`config.mk`:
```
export PLATFORM = sky130hd
export DESIGN_NAME = efrc_core
export DESIGN_NICKNAME = d
export VERILOG_FILES = /design/src/sv/efrc_pkg.sv /design/src/sv/efrc_core.sv
export SDC_FILE = /design/constraint.sdc
export NUM_CORES = 1
export LEC_CHECK = 0
export ABC_AREA = 1
export BUFFER_PORTS_ARGS = -buffer_cell sky130_fd_sc_hd__buf_4
export CAP_MARGIN = 40
export CORE_UTILIZATION = 40
export CTS_CLUSTER_SIZE = 14
export DETAILED_ROUTE_END_ITERATION = 8
export SLEW_MARGIN = 25
export SYNTH_ARGS = -nofsm -noshare
export SYNTH_HDL_FRONTEND = slang
export SYNTH_SLANG_ARGS = --single-unit
```
`constraint.sdc`:
```
create_clock -name clock -period 4.5 [get_ports clock]
set_input_delay 0.9 -clock clock [delete_from_list [all_inputs] [get_ports clock]]
set_output_delay 0.9 -clock clock [all_outputs]
set_load 0.02 [all_outputs]
```
`src/sv/efrc_pkg.sv`:
```
// Shared types, constants and the byte-wide CRC-32 function for the
// Ethernet frame receive checker. No dependencies.
package efrc_pkg;

   localparam int COUNT_WIDTH_DEFAULT = 14;
   localparam int PLEN_W = 14;
   localparam int PLEN_MAX = (1 << PLEN_W) - 1;
   localparam int DST_END = 6;
   localparam int SRC_END = 12;
   localparam int HDR_LEN = 14;
   localparam int FCS_LEN = 4;
   localparam int MIN_FRAME = HDR_LEN + FCS_LEN;

   localparam logic [31:0] CRC_POLY = 32'hEDB8_8320;
   localparam logic [31:0] CRC_INIT = 32'hFFFF_FFFF;

   localparam logic [15:0] ETYPE_IPV4 = 16'h0800;
   localparam logic [15:0] ETYPE_ARP = 16'h0806;
   localparam logic [15:0] ETYPE_IPV6 = 16'h86DD;

   localparam logic [PLEN_W-1:0] MAX_PAYLOAD_RESET = PLEN_W'(1500);

   localparam int CSR_ADDR_W = 3;
   localparam logic CSR_IDX_MAX_PAYLOAD = 1'b0;

   typedef enum logic [1:0] {
      CLASS_IPV4,
      CLASS_ARP,
      CLASS_IPV6,
      CLASS_OTHER
   } type_class_type;

   typedef enum logic [1:0] {
      STATUS_OK,
      STATUS_SHORT,
      STATUS_OVERSIZE
   } frame_status_type;

   typedef struct packed {
      logic       en;
      logic [7:0] data;
      logic       last;
   } step_type;

   typedef struct packed {
      logic [47:0]       dst_mac;
      logic [47:0]       src_mac;
      logic [15:0]       eth_type;
      type_class_type    type_class;
      logic [PLEN_W-1:0] payload_bytes;
      logic [31:0]       fcs_stored;
      logic [31:0]       fcs_computed;
      logic              crc_ok;
      frame_status_type  frame_status;
   } result_type;

   // reflected CRC-32, one byte, LSB first
   function automatic logic [31:0] crc_byte(input logic [31:0] crc, input logic [7:0] b);
      logic [31:0] c;
      c = crc ^ {24'h0, b};
      for (int k = 0; k < 8; k++) begin
         c = c[0] ? ((c >> 1) ^ CRC_POLY) : (c >> 1);
      end
      return c;
   endfunction

endpackage

```
`src/sv/efrc_core.sv`:
```
// Per-frame state of the checker: header capture, FCS delay line, CRC and
// byte count, plus the result built on the final word. Uses efrc_pkg.
module efrc_core
   import efrc_pkg::*;
#(
   parameter int COUNT_WIDTH = COUNT_WIDTH_DEFAULT
) (
   input  logic              clock,
   input  logic              reset,
   input  step_type          step,
   input  logic [PLEN_W-1:0] max_payload,
   output result_type        result
);

   localparam int LenWidth = (COUNT_WIDTH > PLEN_W) ? COUNT_WIDTH : PLEN_W;
   localparam logic [COUNT_WIDTH-1:0] CountMax = {COUNT_WIDTH{1'b1}};

   logic [COUNT_WIDTH-1:0] count_ff, count_in;
   logic [31:0]            crc_ff, crc_in;
   logic [7:0]             tail_ff [FCS_LEN];
   logic [7:0]             tail_in [FCS_LEN];
   logic [47:0]            dst_ff, dst_in;
   logic [47:0]            src_ff, src_in;
   logic [15:0]            type_ff, type_in;

   logic [LenWidth-1:0]    plen_wide;
   logic                   short_frame;

   always_comb begin
      dst_in = dst_ff;
      src_in = src_ff;
      type_in = type_ff;
      if (count_ff < COUNT_WIDTH'(DST_END)) begin
         dst_in = {dst_ff[39:0], step.data};
      end else if (count_ff < COUNT_WIDTH'(SRC_END)) begin
         src_in = {src_ff[39:0], step.data};
      end else if (count_ff < COUNT_WIDTH'(HDR_LEN)) begin
         type_in = {type_ff[7:0], step.data};
      end
      crc_in = (count_ff >= COUNT_WIDTH'(FCS_LEN)) ?
               crc_byte(crc_ff, tail_ff[FCS_LEN-1]) : crc_ff;
      tail_in[0] = step.data;
      for (int i = 1; i < FCS_LEN; i++) begin
         tail_in[i] = tail_ff[i-1];
      end
      count_in = (count_ff == CountMax) ? count_ff : count_ff + 1'b1;
   end

   always_comb begin
      short_frame = count_in < COUNT_WIDTH'(MIN_FRAME);
      plen_wide = LenWidth'(count_in) - LenWidth'(MIN_FRAME);
      result.dst_mac = dst_in;
      result.src_mac = src_in;
      result.eth_type = type_in;
      case (type_in)
         ETYPE_IPV4: result.type_class = CLASS_IPV4;
         ETYPE_ARP:  result.type_class = CLASS_ARP;
         ETYPE_IPV6: result.type_class = CLASS_IPV6;
         default:    result.type_class = CLASS_OTHER;
      endcase
      if (short_frame) begin
         result.payload_bytes = '0;
         result.fcs_stored = '0;
         result.fcs_computed = '0;
         result.crc_ok = 1'b0;
         result.frame_status = STATUS_SHORT;
      end else begin
         result.payload_bytes = (plen_wide > LenWidth'(PLEN_MAX)) ?
                                PLEN_W'(PLEN_MAX) : plen_wide[PLEN_W-1:0];
         result.fcs_stored = {tail_in[0], tail_in[1], tail_in[2], tail_in[3]};
         result.fcs_computed = ~crc_in;
         result.crc_ok = result.fcs_stored == result.fcs_computed;
         result.frame_status = (result.payload_bytes > max_payload) ?
                               STATUS_OVERSIZE : STATUS_OK;
      end
   end

   always_ff @(posedge clock) begin
      if (reset || (step.en && step.last)) begin
         count_ff <= '0;
         crc_ff <= CRC_INIT;
         for (int i = 0; i < FCS_LEN; i++) begin
            tail_ff[i] <= '0;
         end
         dst_ff <= '0;
         src_ff <= '0;
         type_ff <= '0;
      end else if (step.en) begin
         count_ff <= count_in;
         crc_ff <= crc_in;
         tail_ff <= tail_in;
         dst_ff <= dst_in;
         src_ff <= src_in;
         type_ff <= type_in;
      end
   end

endmodule

```
## Yosys cells after proc, flatten, opt, wreduce, memory -nomap -nowiden

Index checks and enable logic that the tools add are counted.

| cells by class | value |
|---|---|
| add/subtract/negate cells | 2 |
| magnitude comparators | 7 |
| eq/ne operators | 5 |
| muxes and demuxes | 20 |
| bitwise logic cells | 10 |
| reductions and logical operators | 2 |

Operators with widths:

| cell | count |
|---|---|
| $mux W32 | 9 |
| $mux W48 | 3 |
| $not A13 Y14 | 8 |
| $mux W81 | 1 |
| $mux W16 | 3 |
| $eq A16 B12 Y1 const B | 2 |
| $eq A32 B32 Y1 | 1 |
| $not A32 Y32 | 1 |
| $xor A32 B8 Y32 | 1 |
| $lt A14 B4 Y1 const B | 2 |
| $mux W14 | 2 |
| $eq A16 B16 Y1 const B | 1 |
| $add A14 B1 Y14 const B | 1 |
| $eq A14 B14 Y1 const B | 1 |
| $ge A14 B3 Y1 const B | 1 |
| $gt A14 B14 Y1 | 1 |
| $gt A14 B14 Y1 const B | 1 |
| $lt A14 B3 Y1 const B | 1 |
| $lt A14 B5 Y1 const B | 1 |
| $sub A14 B5 Y14 const B | 1 |
| $pmux W2 S3 | 1 |
| $mux W2 | 1 |
| $logic_and A1 B1 Y1 | 1 |
| $logic_or A1 B1 Y1 | 1 |

| word-level totals | value |
|---|---|
| register bits | 190 |
| input bits | 26 |
| output and inout port bits | 195 |
| word-level logic and storage cells | 55 |

## Logic depth before layout (Yosys ltp)

Gate-level depths: netlist of run 1.

| depth | value |
|---|---|
| depth after elaboration | 21 |
| gate-level depth with buffers | 28 |
| gate-level depth less buffers | 27 |

## Least setup slack after synthesis of run 1

OpenSTA, ideal clock, no wires.

| timing | value |
|---|---|
| path type | reg-to-output |
| start | register count_ff[1] |
| end | output result[1] (netlist name) |
| arrival time | 3428 ps |
| setup slack | 172 ps |
| stages on the path, launching flop included | 27 |
| cell sequence | dfxtp_1 > ha_1 > inv_1 > nor2_2 > nand2_2 > nor2_4 > nand3_4 > o21ai_4 > ha_1 > nand3_1 > nand2_1 > inv_1 > nor2_1 > nand3_1 > inv_1 > nand3_1 > xnor2_1 > inv_1 > ha_1 > nand2_1 > inv_1 > nand3_1 > inv_1 > nand4_1 > a31oi_1 > o32ai_1 > nor2_1 |

RTL lines:

| item | line | RTL |
|---|---|---|
| start, declared | efrc_core.sv:18 | `logic [COUNT_WIDTH-1:0] count_ff, count_in;` |
| start signal, assigned | efrc_core.sv:89 | `count_ff <= count_in;` |
| end, declared | efrc_core.sv:12 | `output result_type result` |

==> flow_summary.yaml, run 1 <==
run_status:
  status: "complete, but fails checks"
  violations: "setup timing"
synth:
  ys_async_sr_fraction_pct: 0
  syn_area_um2: 12200
  synth.distinct_cells: 36
  synth_fp_nets: 2148
  ys_seq_area_share_pct: 31.1
  yosys_warnings: 0
  synth_seq_cells: 190
  synth_edf_count: 0
  synthFlopType: "dfxtp_1"
  syn_inst: 2105
  syn_area_per_cell_um2: 5.81
detailed_routing:
  ant_nets: 0
  num_vias: 13300
  post-route-drc-count: 0
  drtIter0Drc: 1046
  wire_per_inst_um: 15.2
  wl_um: 40800
  viasPerCell: 4.96
  drt_first_pass_iters: 6
final_layout:
  final_area_um2: 15000
  final_common_cell: "nand2_1"
  final_cell_mix: "nand2_1 (652), inv_1 (369), o21ai_0 (266)"
  syn2layout_area_growth_pct: 22.9
  nNetsFinal: 2320
  drive_gt1_share_pct: 15.4
  diodes: 0
global_route:
  grtUsageTotal_pct: 25.8
  met2_usage_pct: 42.1
  grt_pass1_vias: 11800
  gr-usage-met3_pct: 6.57
  antenna_found_initial: 0
  use_met1_pct: 33.8
  grt_max_degree: 173
  grt.busiest_layer: "met2"
  grt-ovfl-total: 0
  grt_pass1_wl_um: 63100
cts:
  cts_root_buffer: "clkbuf_16"
  cts_tree: "built"
  cts_buffers: 17
  clock_sinks: 190
  clk_pin_slew_ns: 0.08
  clk_path_buf_depth: 2
  htreeDepth: 4
  clock_insertion_delay_worst_skew_ns: 0.45
pwr:
  p_per_area_nw_per_um2: 386
  power_mw: 5.80
  p_leak_nw: 8.16
  ir_drop_uv: 277
sta:
  fmax_mhz: 220
  slew_headroom_pct: 45.1
  setup_viol: 1
  tns_ns: -0.0436
  tightestPinTransition_ns: 0.822
  period_share_pct: 101
  maxSlewViolCount: 0
  finalHoldViolCount: 0
  rsz0062_at_grt: "yes"
  fin_ws_ns: -0.0436
  finalCriticalPeriod_ns: 4.54
  clock_skew_ns: 0.0224
worst_setup_path:
  crit_fanout: 4
  crit_type: "reg -> out"
  rr_startpoint: "crc_ff[0]"
  cp.required_ns: 3.60
  cp-end-kind: "output port"
  critPathLaunch: "count_ff[0]"
  cp.arrival_ns: 3.64
  critPathLaunchType: "register"
floorplanning:
  ioPinCount: 221
  die_w_um: 177
  initial_utilization_pct: 41.0
  die_area_um2: 31300
  die_height_um: 177
  core_area_um2: 29900
  std_cell_rows: 63
min_path:
  holdCritPathClass: "reg -> reg"
  min_from: "type_ff[9]"
place:
  place.gp.congestion: 0.910
  portBuffers: 220
  postPlaceCellArea_um2: 14200
  place_hpwl_um: 29200
  dp_worst_setup_slack_ns: 0.0355
job:
  cap_violations: 0
power breakdown:
group	switching, mW	internal (mW)	total (mW)
Combinational	1.55	0.804	2.36
Sequential	0.0780	1.79	1.86
Clock	0.820	0.763	1.58
Total	2.45	3.35	5.80
worst max-delay path, stage by stage, from the launching register on:
cell and delay (ns):
dfxtp_2 0.36, ha_4 0.14, inv_2 0.04, nor2_4 0.10, nand2_2 0.08, nor2_4 0.11, nand3_4 0.10, o21ai_4 0.19
ha_4 0.17, nand3_4 0.07, nand2_2 0.07, inv_2 0.05, nor2_4 0.10, nand3_2 0.09, inv_2 0.08, nand3_2 0.08
xnor2_2 0.17, inv_2 0.07, ha_4 0.27, nand2_2 0.04, inv_2 0.05, nand3_2 0.05, inv_2 0.05, nand4_1 0.11
a31oi_1 0.20, o32ai_2 0.09, nor2_1 0.13, buf_4 0.16
sequential cells by signal (all words and copies together), names as in the netlist:
register / cells
crc_ff: 32
type_ff: 16
tail_ff: 32
dst_ff: 48
count_ff: 14
src_ff: 48
metal layers:
layer	part of all wire (%)	wire length [um]
met5	0	0
met4	1.6	649
met3	7.3	2960
met2	46	18800
met1	45	18300
final timing paths:
check / end / slack [ns] / depth (start not counted)
setup / recovery: result[1] / -0.04 / 27
hold reg to reg: type_ff[9] / 0.49 / 2
hold / removal: type_ff[9] / 0.49 / 2
setup reg to reg: crc_ff[22] / 2.21 / 13
layout make-up:
type	instances	area, um2
multi-input cells	1429	6710
inverters	381	1440
well taps	390	488
clock buffers	18	429
fillers	3150	14800
flip-flops and latches	190	3810
repair buffers	258	1990
clock inverters	14	183
cell families after synthesis:
| kind of cell | count (synthesis) | synth area share [%] |
|---|---|---|
| AOI/OAI and AO/OA | 483 | 20.1 |
| xor gates and xnor gates | 25 | 1.79 |
| adders and majority gates | 17 | 1.74 |
| buffers and inverters | 486 | 15.3 |
| DFF | 190 | 31.1 |
| and+or+nand+nor | 904 | 30.0 |
through the flow:
| stage | cells | util [%] | hold WS, ns |
|---|---|---|---|
| after detailed placement | 2635 | 47.5 | 0.464 |
| after global placement | 2635 | 47.5 | 0.454 |
| after global routing | 2680 | 50.4 | 0.521 |
| after floorplan | 2105 | - | 0.443 |
| final | 2680 | 50.4 | 0.485 |
| after CTS | 2676 | 50.1 | 0.487 |
synth_stat cells (2+ instances only):
cell      number  share of area [%]
xor2_1        17                1.2
nor2_4         3               0.28
nand2_1      655                 20
o21ai_0      268                 11
nor3_1         6               0.25
o211ai_1      10               0.61
nand4_1       10               0.51
xnor2_1        8               0.57
o21ai_1        3               0.12
buf_2         15               0.61
nor2_1       109                3.3
inv_1        377                 12
inv_2          2              0.061
nand3_1       93                3.8
nand2_2        2               0.10
nor4_1         2               0.10
clkinv_1       2              0.061
nor2_2        13               0.66
buf_6          2               0.18
nand3_2        2               0.16
nand3b_1       2               0.12
a21oi_1      199                8.1
nand3_4        2               0.29
or2_2          2               0.10
clkbuf_1      85                2.6
ha_1          17                1.7
dfxtp_1      190                 31
repair_timing:
item                                    4_1_cts  5_1_grt
endpoints found under the setup margin        1        2
endpoints found under the hold margin         0        0
pin swaps                                    12       13
resized for setup                            24       17
buffers inserted                              9        4
hold buffers                                  0        0
No activity file was read; power rests on OpenSTA's default activity.
==> run 2, diff against run 1 <==
--- a/config.mk
+++ b/config.mk
@@ -6,7 +6,7 @@
 export NUM_CORES = 1
 export LEC_CHECK = 0
 export ABC_AREA = 1
-export BUFFER_PORTS_ARGS = -buffer_cell sky130_fd_sc_hd__buf_4
+export BUFFER_PORTS_ARGS = -buffer_cell sky130_fd_sc_hd__buf_2
 export CAP_MARGIN = 40
 export CORE_UTILIZATION = 40
 export CTS_CLUSTER_SIZE = 14
==> run 2 against run 1 <==
Against the previous run:
- the flow still finishes with violations (setup timing)
- final cell count is 0.19% higher
- worst hold slack gained 0.0042 ns
- sequential share of layout area up 0.91 points
- design area shrank 3.6%
- register-to-register slack got worse by 0.10 ns
- combinational power shrank 7%
- maximum frequency is 3.7% lower
- global-route usage rose by 0.052 points
- critical endpoint unchanged
==> flow_summary.yaml, run 2 (synthesis results as in run 1) <==
run_status:
  status: "complete, but fails checks"
  violations: "setup timing"
pwr:
  p_sw_mw: 2.37
  p_per_area_nw_per_um2: 383
  power_mw: 5.55
  power.share.combinational_pct: 39.7
  clockPowerShare_pct: 26.7
  ir_drop_uv: 284
  p_leak_nw: 8.10
  internal_power_mw: 3.18
  power_frac_seq_pct: 33.6
  p_sw_share_pct: 42.7
sta:
  maxSlewViolCount: 0
  fin_ws_ns: -0.216
  clock_skew_ns: 0.00845
  slew_headroom_pct: 46.4
  fmax_mhz: 212
  rsz0062_at_grt: "yes"
  tightestPinTransition_ns: 0.802
  setup_viol: 1
  timing.hold.ws_ns: 0.489
  finalHoldViolCount: 0
  finalCriticalPeriod_ns: 4.72
  period_share_pct: 105
global_route:
  grt_pass1_vias: 11800
  grt_max_degree: 97
  grtUsageTotal_pct: 25.8
  antenna_found_initial: 1
  grt_pass1_wl_um: 62700
  grt-ovfl-total: 0
floorplanning:
  die_w_um: 177
  ioPinCount: 221
  die_area_um2: 31300
  initial_utilization_pct: 41.0
  core_area_um2: 29900
  std_cell_rows: 63
  die_height_um: 177
worst_setup_path:
  cp.arrival_ns: 3.82
  path_common_cell: "inv_2"
  crit_slowest_cell: "dfxtp_2"
  path_buf_inv: 7
  cp_top_family: "simple AND/OR/NAND/NOR gates"
  crit_type: "reg -> out"
  cp-end-kind: "output port"
  cp.required_ns: 3.60
  slowest_delay_ns: 0.36
  critPathLaunchType: "register"
  crit_fanout: 4
detailed_routing:
  drtIter0Drc: 1058
  viasPerCell: 4.97
  wire_per_inst_um: 15.2
  num_vias: 13300
  ant_nets: 0
  post-route-drc-count: 0
  wl_um: 40700
  drt_first_pass_iters: 5
cts:
  clock_insertion_delay_worst_skew_ns: 0.45
  clk_path_buf_depth: 2
  ctsHoldBuffers: 0
  cts_root_buffer: "clkbuf_16"
  clock_sinks: 190
  cts_tree: "built"
  clk_pin_slew_ns: 0.07
  cts_buffers: 17
  htreeDepth: 4
final_layout:
  final_common_cell: "nand2_1"
  diodes: 0
  nNetsFinal: 2325
  syn2layout_area_growth_pct: 18.5
  drive_gt1_share_pct: 15.6
  final_area_um2: 14500
  final_cell_mix: "nand2_1 (648), inv_1 (370), o21ai_0 (266)"
  final_util_pct: 48.6
  fillers: 3195
  reg_top3: "dst_ff x48, src_ff x48"
place:
  portBuffers: 220
  place_hpwl_um: 29400
  postPlaceCellArea_um2: 13700
  place.gp.congestion: 0.938
min_path:
  holdCritPathClass: "reg -> reg"
job:
  cap_violations: 0
-- run 2: cell count changes in the layout (fill, tap and decap cells not counted), moves of 2 or more --
cell      before  now
buf_2          0  218
buf_4        254   38
clkinv_8       6    0
nand2_1      652  648
dfxtp_1      182  185
dfxtp_2        8    5
inv_6          3    6
nand2_2        5    8
clkinv_2       0    2
xor2_1        15   17
xor2_2         2    0
-- run 2: power groups by stage --
| stage | Sequential [mW] | Combinational, mW | Clock (mW) |
|---|---|---|---|
| final | 1.86 | 2.20 | 1.48 |
| after global placement | 1.90 | 2.12 | 0 |
| after CTS | 1.86 | 2.18 | 1.53 |
| after floorplan | 1.88 | 1.48 | 0 |
| after detailed placement | 1.90 | 2.13 | 0 |
| after global routing | 1.88 | 2.44 | 1.58 |
-- run 2: path summary, 6_finish.rpt --
kind                                    from     endpoint  slack, ns  cells after the start
worst min-delay path              tail_ff[0]   tail_ff[0]       0.49                      2
worst max-delay path             count_ff[0]    result[1]      -0.22                     27
worst max register to register  count_ff[13]  type_ff[15]       2.11                      7
worst min register to register    tail_ff[0]   tail_ff[0]       0.49                      2
-- run 2: repair_timing --
action / 4_1_cts / 5_1_grt
setup endpoints to repair: 1 / 3
endpoints found under the hold margin: 0 / 0
buffers inserted: 11 / 5
cloned: 0 / 0
resized for setup: 27 / 17
pin swaps: 15 / 15
-- run 2: tightest hold or removal path: cells and delay by family (launching register included) --
family / cells / cell delay [ns]
AND/OR/NAND/NOR: 1 / 0.07
AO/OA/AOI/OAI: 1 / 0.05
flip-flops: 1 / 0.33
-- run 2: cell type report --
type,instances,area (um2),area share [%]
clock inverters,14,121,0.837
multi-input cells,1429,6710,46.2
clock buffers,18,429,2.96
repair buffers,263,1520,10.5
well taps,390,488,3.36
inverters,381,1440,9.89
flip-flops and latches,190,3810,26.3
-- run 2: through the flow --
step	TNS [ns]	std cells	worst slack [ns]
after detailed placement	-0.0142	2637	-0.0142
after CTS	-0.239	2680	-0.239
final	-0.216	2685	-0.216
after global placement	0	2636	0.0665
after global routing	-0.575	2685	-0.532
after floorplan	0	2105	0.172
-- run 2: per-layer routing --
metal	global-route usage [%]	wire (um)	up-vias
met1	32.8	18100	6037
met5	0	0	-
li1	-	-	6908
met3	6.38	2760	51
met4	9.16	1090	0
met2	42.2	18700	347
